**src/cbs_pkg.sv**
```systemverilog
package cbs_pkg;

  localparam int CELLS   = 6;
  localparam int MV_W    = 13;
  localparam int IDX_W   = 3;
  localparam int MS_W    = 16;
  localparam int TEMP_W  = 8;
  localparam int ACC_W   = 32;
  localparam int MASK_W  = 6;

  // in_tdata layout, lowest bit first
  localparam int ELAPSED_LSB = 0;
  localparam int CELL_LSB    = ELAPSED_LSB + MS_W;
  localparam int TCELL_LSB   = CELL_LSB + CELLS * MV_W;
  localparam int TCHIP_LSB   = TCELL_LSB + TEMP_W;
  localparam int FAULT_BIT   = TCHIP_LSB + TEMP_W;
  localparam int IN_BITS     = FAULT_BIT + 1;
  localparam int IN_DATA_W   = ((IN_BITS + 7) / 8) * 8;
  localparam int OUT_DATA_W  = ((MASK_W + 7) / 8) * 8;
  localparam int CFG_DATA_W  = 16;

  typedef logic [MV_W-1:0]   mv_t;
  typedef logic [IDX_W-1:0]  cell_idx_t;
  typedef logic [MASK_W-1:0] mask_t;

  localparam cell_idx_t NO_CELL = IDX_W'(CELLS);

  typedef enum logic [2:0] {
    REG_PERIOD      = 3'd0,
    REG_START_MIN   = 3'd1,
    REG_STOP_MIN    = 3'd2,
    REG_START_DELTA = 3'd3,
    REG_STOP_DELTA  = 3'd4,
    REG_TCELL_LOW   = 3'd5,
    REG_TCELL_HIGH  = 3'd6,
    REG_TCHIP_LIMIT = 3'd7
  } cfg_reg_t;

  typedef struct packed {
    logic [MS_W-1:0]          period_ms;
    mv_t                      start_min_mv;
    mv_t                      stop_min_mv;
    mv_t                      start_delta_mv;
    mv_t                      stop_delta_mv;
    logic signed [TEMP_W-1:0] tcell_low_c;
    logic signed [TEMP_W-1:0] tcell_high_c;
    logic signed [TEMP_W-1:0] tchip_limit_c;
  } cfg_t;

endpackage

```
**src/cell_balance_selector_core.sv**
```systemverilog
// An accepted input item is registered in stage 1; its result is then registered behind out_tvalid.
// Throughput: one item per cycle while the result side is not stalled; a tick below the period gives no result.
// The accumulator, last cell and decision logic sit between the two registers.
// Reset (rst_n low, synchronous): pipeline emptied, accumulator cleared, no last cell,
// configuration registers back to their default values.
module cell_balance_selector_core
  import cbs_pkg::*;
(
  input  logic                  clk,
  input  logic                  rst_n,
  input  logic                  in_tvalid,
  output logic                  in_tready,
  // elapsed_ms, cell0_mv..cell5_mv, cell_temp_c, chip_temp_c, any_fault, zero pad
  input  logic [IN_DATA_W-1:0]  in_tdata,
  // sample valid flag
  input  logic                  in_tuser,
  output logic                  out_tvalid,
  input  logic                  out_tready,
  // bleed mask, zero pad
  output logic [OUT_DATA_W-1:0] out_tdata,
  input  logic                  cfg_valid,
  output logic                  cfg_ready,
  input  logic [2:0]            cfg_index,
  input  logic [CFG_DATA_W-1:0] cfg_data
);

  cfg_t                     cfg_r;

  logic                     s1_vld_r;
  logic [MS_W-1:0]          s1_elapsed_r;
  mv_t                      s1_cells_r [CELLS];
  logic signed [TEMP_W-1:0] s1_tcell_r;
  logic signed [TEMP_W-1:0] s1_tchip_r;
  logic                     s1_fault_r;
  logic                     s1_valid_r;

  logic [ACC_W-1:0]         acc_r;
  logic [ACC_W-1:0]         acc_nxt;
  logic [ACC_W-1:0]         acc_sat;
  logic [ACC_W:0]           acc_sum;
  cell_idx_t                last_cell_r;
  cell_idx_t                pick_idx;
  logic                     decide;
  logic                     adv;

  logic                     out_vld_r;
  mask_t                    out_mask_r;
  mask_t                    mask_nxt;

  assign cfg_ready = 1'b1;

  always_ff @(posedge clk) begin
    if (!rst_n) begin
      cfg_r.period_ms      <= MS_W'(1000);
      cfg_r.start_min_mv   <= MV_W'(3900);
      cfg_r.stop_min_mv    <= MV_W'(3850);
      cfg_r.start_delta_mv <= MV_W'(40);
      cfg_r.stop_delta_mv  <= MV_W'(20);
      cfg_r.tcell_low_c    <= TEMP_W'(0);
      cfg_r.tcell_high_c   <= TEMP_W'(45);
      cfg_r.tchip_limit_c  <= TEMP_W'(70);
    end else if (cfg_valid) begin
      unique case (cfg_reg_t'(cfg_index))
        REG_PERIOD:      cfg_r.period_ms      <= cfg_data;
        REG_START_MIN:   cfg_r.start_min_mv   <= cfg_data[MV_W-1:0];
        REG_STOP_MIN:    cfg_r.stop_min_mv    <= cfg_data[MV_W-1:0];
        REG_START_DELTA: cfg_r.start_delta_mv <= cfg_data[MV_W-1:0];
        REG_STOP_DELTA:  cfg_r.stop_delta_mv  <= cfg_data[MV_W-1:0];
        REG_TCELL_LOW:   cfg_r.tcell_low_c    <= cfg_data[TEMP_W-1:0];
        REG_TCELL_HIGH:  cfg_r.tcell_high_c   <= cfg_data[TEMP_W-1:0];
        REG_TCHIP_LIMIT: cfg_r.tchip_limit_c  <= cfg_data[TEMP_W-1:0];
        default: ;
      endcase
    end
  end

  // stage 1 moves on whenever the result register is free or being drained
  assign adv       = !out_vld_r || out_tready;
  assign in_tready = !s1_vld_r || adv;

  always_ff @(posedge clk) begin
    if (!rst_n) begin
      s1_vld_r <= 1'b0;
    end else if (in_tready) begin
      s1_vld_r <= in_tvalid;
    end
  end

  always_ff @(posedge clk) begin
    if (in_tready && in_tvalid) begin
      s1_elapsed_r <= in_tdata[ELAPSED_LSB +: MS_W];
      for (int i = 0; i < CELLS; i++) begin
        s1_cells_r[i] <= in_tdata[CELL_LSB + i*MV_W +: MV_W];
      end
      s1_tcell_r <= in_tdata[TCELL_LSB +: TEMP_W];
      s1_tchip_r <= in_tdata[TCHIP_LSB +: TEMP_W];
      s1_fault_r <= in_tdata[FAULT_BIT];
      s1_valid_r <= in_tuser;
    end
  end

  assign acc_sum = {1'b0, acc_r} + {{(ACC_W+1-MS_W){1'b0}}, s1_elapsed_r};
  assign acc_sat = acc_sum[ACC_W] ? '1 : acc_sum[ACC_W-1:0];
  assign decide  = (acc_sat >= {{(ACC_W-MS_W){1'b0}}, cfg_r.period_ms}) || s1_fault_r;
  assign acc_nxt = decide ? '0 : acc_sat;

  cbs_select u_select (
    .cells     (s1_cells_r),
    .tcell_c   (s1_tcell_r),
    .tchip_c   (s1_tchip_r),
    .fault     (s1_fault_r),
    .valid     (s1_valid_r),
    .cfg       (cfg_r),
    .last_cell (last_cell_r),
    .pick_idx  (pick_idx)
  );

  always_comb begin
    mask_nxt = '0;
    for (int i = 0; i < CELLS; i++) begin
      if (pick_idx == IDX_W'(i)) begin
        mask_nxt[i] = 1'b1;
      end
    end
  end

  always_ff @(posedge clk) begin
    if (!rst_n) begin
      acc_r       <= '0;
      last_cell_r <= NO_CELL;
      out_vld_r   <= 1'b0;
    end else if (adv) begin
      out_vld_r <= s1_vld_r && decide;
      if (s1_vld_r) begin
        acc_r <= acc_nxt;
        if (decide) begin
          last_cell_r <= pick_idx;
        end
      end
    end
  end

  always_ff @(posedge clk) begin
    if (adv && s1_vld_r && decide) begin
      out_mask_r <= mask_nxt;
    end
  end

  assign out_tvalid = out_vld_r;
  assign out_tdata  = {{(OUT_DATA_W-MASK_W){1'b0}}, out_mask_r};

endmodule

```
**src/cbs_select.sv**
```systemverilog
module cbs_select
  import cbs_pkg::*;
(
  input  mv_t                      cells [CELLS],
  input  logic signed [TEMP_W-1:0] tcell_c,
  input  logic signed [TEMP_W-1:0] tchip_c,
  input  logic                     fault,
  input  logic                     valid,
  input  cfg_t                     cfg,
  input  cell_idx_t                last_cell,
  output cell_idx_t                pick_idx
);

  mv_t       mn;
  mv_t       mx;
  mv_t       spread;
  mv_t       last_mv;
  mv_t       last_excess;
  cell_idx_t max_idx;
  logic      last_ok;

  always_comb begin
    mn      = cells[0];
    mx      = cells[0];
    max_idx = '0;
    for (int i = 1; i < CELLS; i++) begin
      if (cells[i] < mn) begin
        mn = cells[i];
      end
      // strict compare keeps the lowest index on a tie
      if (cells[i] > mx) begin
        mx      = cells[i];
        max_idx = IDX_W'(i);
      end
    end
  end

  assign spread = mx - mn;

  always_comb begin
    last_mv = '0;
    for (int i = 0; i < CELLS; i++) begin
      if (last_cell == IDX_W'(i)) begin
        last_mv = cells[i];
      end
    end
  end

  assign last_ok     = (last_cell < NO_CELL);
  assign last_excess = last_mv - mn;

  always_comb begin
    priority if (fault || !valid) begin
      pick_idx = NO_CELL;
    end else if (tcell_c < cfg.tcell_low_c || tcell_c > cfg.tcell_high_c ||
                 tchip_c >= cfg.tchip_limit_c) begin
      pick_idx = NO_CELL;
    end else if (mn < cfg.stop_min_mv || spread <= cfg.stop_delta_mv) begin
      pick_idx = NO_CELL;
    end else if (mn < cfg.start_min_mv || spread < cfg.start_delta_mv) begin
      // hysteresis band: hold the previous cell while it is still high enough
      pick_idx = (last_ok && last_excess > cfg.stop_delta_mv) ? last_cell : NO_CELL;
    end else begin
      pick_idx = max_idx;
    end
  end

endmodule

```
**config.mk**
```make
export PLATFORM = sky130hd
export DESIGN_NAME = cell_balance_selector_core
export DESIGN_NICKNAME = d
export VERILOG_FILES = /design/src/cbs_pkg.sv /design/src/cell_balance_selector_core.sv /design/src/cbs_select.sv
export SDC_FILE = /design/constraint.sdc
export NUM_CORES = 1
export LEC_CHECK = 0
export BUFFER_PORTS_ARGS = -buffer_cell sky130_fd_sc_hd__buf_2
export CAP_MARGIN = 40
export CORE_MARGIN = 2
export CORE_UTILIZATION = 61
export CTS_CLUSTER_SIZE = 8
export DETAILED_ROUTE_END_ITERATION = 8
export GPL_TIMING_DRIVEN = 0
export PLACE_DENSITY = 0.92
export REMOVE_ABC_BUFFERS = 1
export SLEW_MARGIN = 40
export SYNTH_ARGS = -nofsm -noshare
export SYNTH_HDL_FRONTEND = slang
export SYNTH_SLANG_ARGS = --single-unit
```
**constraint.sdc**
```tcl
create_clock -name clk -period 19.4 [get_ports clk]
set_input_delay 1.94 -clock clk [delete_from_list [all_inputs] [get_ports clk]]
set_output_delay 1.94 -clock clk [all_outputs]
set_load 0.02 [all_outputs]
```
==> results_dict.tcl <==
set metrics [dict create \
    status "finished, final reports clean" \
    synthFlopType "dfxtp_1" \
    ys_warn_count 0 \
    cts_root_buf "clkbuf_16" \
    p_total_mw 2.51 \
    gp_congestion 0.943 \
    antenna_found_initial 1 \
    clock_latency_ns 0.54 \
    synthMuxAreaShare_pct 7.40 \
    synth-seq-cells 247 \
    post_drt_wl_per_cell_um 18.9 \
    fill_cells 2105 \
    synthesis.area_um2 17700 \
    cts_setup_buffers 0 \
    fp.dieW_um 174 \
    clkPwrFrac_pct 23.8 \
    cpMaxStageDelayCell "o31ai_1" \
    synth_compound_area_share_pct 16.8 \
    start_util_pct 61.8 \
    slew_headroom_pct 43.3 \
    cts_tree "done" \
    synth_cell_types 83 \
    cts_hold_buf 0 \
    ir_worst_vdd_v 0.0000837 \
    path_max_fanout 26 \
    critPathTopFamily "compound AO/OA/AOI/OAI gates" \
    vias 15400 \
    placement_rows 62 \
    arrival_ns 16.87 \
    fin_crit_ns 16.51 \
    dp.final_hpwl_um 35600 \
    synthSimpleGateAreaFrac_pct 15.0 \
    final_area_um2 19900 \
    timing.critical_path.buf_inv 5 \
    seq_power_share_pct 23.5 \
    synthAdderAreaFrac_pct 18.2 \
    placed_cell_area_um2 18800 \
    grt_pass1_vias 15500 \
    synth_edf_count 118 \
    worstHoldPathType "flip-flop to flip-flop" \
    die_h_um 174 \
    cp-end-kind "flip-flop" \
    drt_iter0_markers 1263 \
    ys_async_sr_fraction_pct 0 \
    slowest_delay_ns 0.69 \
    crit_path_frequent_cell "a21oi_1" \
    areaGrowthSynthToFinish_pct 12.6 \
    place_inst 2451 \
    grtUsageTotal_pct 30.9 \
    ctsResizeCount 0 \
    grt_first_pass_wirelength_um 76000 \
    yosysSeqAreaShare_pct 34.7 \
    hold_violations 0 \
    clockBufferDepth 3 \
    grt_max_degree 82 \
    fin_tns_setup_ns 0 \
    coreArea_um2 28600 \
    avgSynthCellArea_um2 8.92 \
    drv_cap 0 \
    clk_pin_slew_ns 0.05 \
    ff_latch_area_um2 6130 \
    worstMarginPinSlew_ns 0.851 \
    powerDensity_nw_per_um2 126 \
    setup_viol 0 \
    routed_wl_um 47400 \
    synth_top_family_by_area "adder cells" \
    nets 2498 \
    routed_via_density 6.11 \
    grt-ovfl-total 0 \
    p_int_mw 1.50 \
    worstSetupPathType "flip-flop to flip-flop" \
    portBuffers 143 \
    drive_above_1_share_pct 12.5 \
    synthCells 1981 \
    rsz0062_at_grt "false" \
    clock_sinks 247 \
    die-area_um2 30400 \
    first_pass_iters 6 \
    fin_cells 2513 \
    p_leak_nw 8.90 \
    clock_skew_ns 0.0262 \
    io_pins 148 \
    cts_made_buffers 37 \
    combPwrFrac_pct 52.8 \
    antenna_left 0 \
    reg2reg_slack_ns 2.89 \
    drcViolationCount 0 \
    worstSetupStartpointType "flip-flop" \
    cp_data_required_time_ns 19.76 \
    max_freq_ghz 0.0606 \
    cts_htree_levels 2 \
    synthXorXnorAreaFrac_pct 1.88 \
    timing.final.crit_share_pct 85.1 \
    maxSlewViolCount 0 \
    switching_power_mw 1.02 \
    switching_share_pct 40.4 \
    multiInputGateArea_um2 10600 \
]
## per-stage QoR
step / setup WS (ns) / utilization, % / hold slack [ns]
after global placement: 0.135 / 65.0 / 0.442
after global routing: 1.76 / 69.5 / 0.468
after CTS: 2.92 / 69.5 / 0.453
final: 2.89 / 69.5 / 0.452
after floorplan: 4.21 / - / 0.434
after detailed placement: 3.05 / 65.6 / 0.446
## sequential cells by signal, summed over array words and instances, names as in the netlist
signal / count
s1_fault_r: 1
s1_elapsed_r: 16
out_tvalid: 1
cfg_r: 92
out_mask_r: 6
s1_valid_r: 1
s1_vld_r: 1
s1_tcell_r: 8
s1_cells_r: 78
acc_r: 32
s1_tchip_r: 8
last_cell_r: 3
## logic make-up (layout without fill, tap and decap cells)
family / after synthesis / in the layout
adders and majority gates: 255 / 255
DFF: 247 / 247
muxes: 125 / 125
buffers and inverters: 276 / 422
xor gates and xnor gates: 38 / 38
and+or+nand+nor: 571 / 571
other: 2 / 4
AOI/OAI and AO/OA: 467 / 467
## cells in the final DEF (no fill, tap or decap), types with 4 or more instances in the layout
cell type	n
nand2_1	254
ha_1	252
inv_1	207
a21oi_1	190
buf_2	146
dfxtp_1	127
edfxtp_1	118
nor2_1	99
mux2i_1	92
o21ai_0	65
nand3_1	41
a21o_1	40
o211ai_1	37
clkbuf_16	37
nand4_1	34
mux2_2	31
o21a_1	25
nor2b_1	25
nand2b_1	24
xnor2_1	20
and3_1	19
xor2_1	18
nor3_1	17
clkbuf_1	17
o221ai_1	13
a31oi_1	11
a2111oi_0	9
nor4_1	8
o22ai_1	7
a211oi_1	7
a21boi_0	6
or3_1	6
o31ai_1	6
and4_1	6
or4_1	5
a211o_1	4
and2_1	4
or2_2	4
nor3b_1	4
## final cells by class
class	count	share of cell area (%)
repair buffers	153	4.10
multi-input cells	1459	53.2
well taps	384	2.41
diodes	1	0.0126
flip-flops and latches	247	30.8
clock buffers	57	5.18
clock inverters	4	0.333
inverters	208	3.95
## metal layers
layer  up-vias  track usage (%)  wire [µm]
met3       169             4.77       3250
met1      7189             37.8      19200
met4         0             16.0       2480
li1       7327                -          -
met2       667             52.8      22400
met5         -                0          0
## path summary, 6_finish.rpt
path,startpoint,to,cells after the start
worst max register to register,s1_cells_r[63],out_mask_r[3],68
worst max-delay path,s1_cells_r[63],out_mask_r[3],68
worst min register to register,cfg_r[62],cfg_r[62],2
worst min-delay path,cfg_r[62],cfg_r[62],2
## synth_stat cells, types with 25 or more instances
master,n,area (µm²)
a21o_1,40,300
a21oi_1,190,951
clkbuf_1,45,169
dfxtp_1,129,2580
edfxtp_1,118,3540
ha_1,252,3150
inv_1,207,777
mux2_2,31,349
mux2i_1,92,921
nand2_1,254,953
nand2b_1,25,156
nand3_1,41,205
nand4_1,34,213
nor2_1,104,390
nor2b_1,27,169
o211ai_1,37,278
o21a_1,25,188
o21ai_0,65,325
## power by group through the flow
stage          sequential [mW]  clock, mW  combinational (mW)
6_report                 0.589      0.597                1.33
5_1_grt                  0.591      0.629                1.47
4_1_cts                  0.589      0.605                1.30
3_5_place_dp             0.598          0                1.28
3_3_place_gp             0.599          0                1.20
2_1_floorplan            0.593          0               0.938
## worst register-to-register path, delay by kind of cell (launching register included)
| family | cells | cell delay (ns) |
|---|---|---|
| mux | 2 | 0.73 |
| compound gates | 34 | 8.92 |
| buf+inv | 5 | 0.69 |
| xor+xnor | 1 | 0.16 |
| simple gates | 18 | 3.09 |
| fa+ha+maj | 8 | 2.30 |
| flops | 1 | 0.48 |
(Power assumes the default switching activity.)
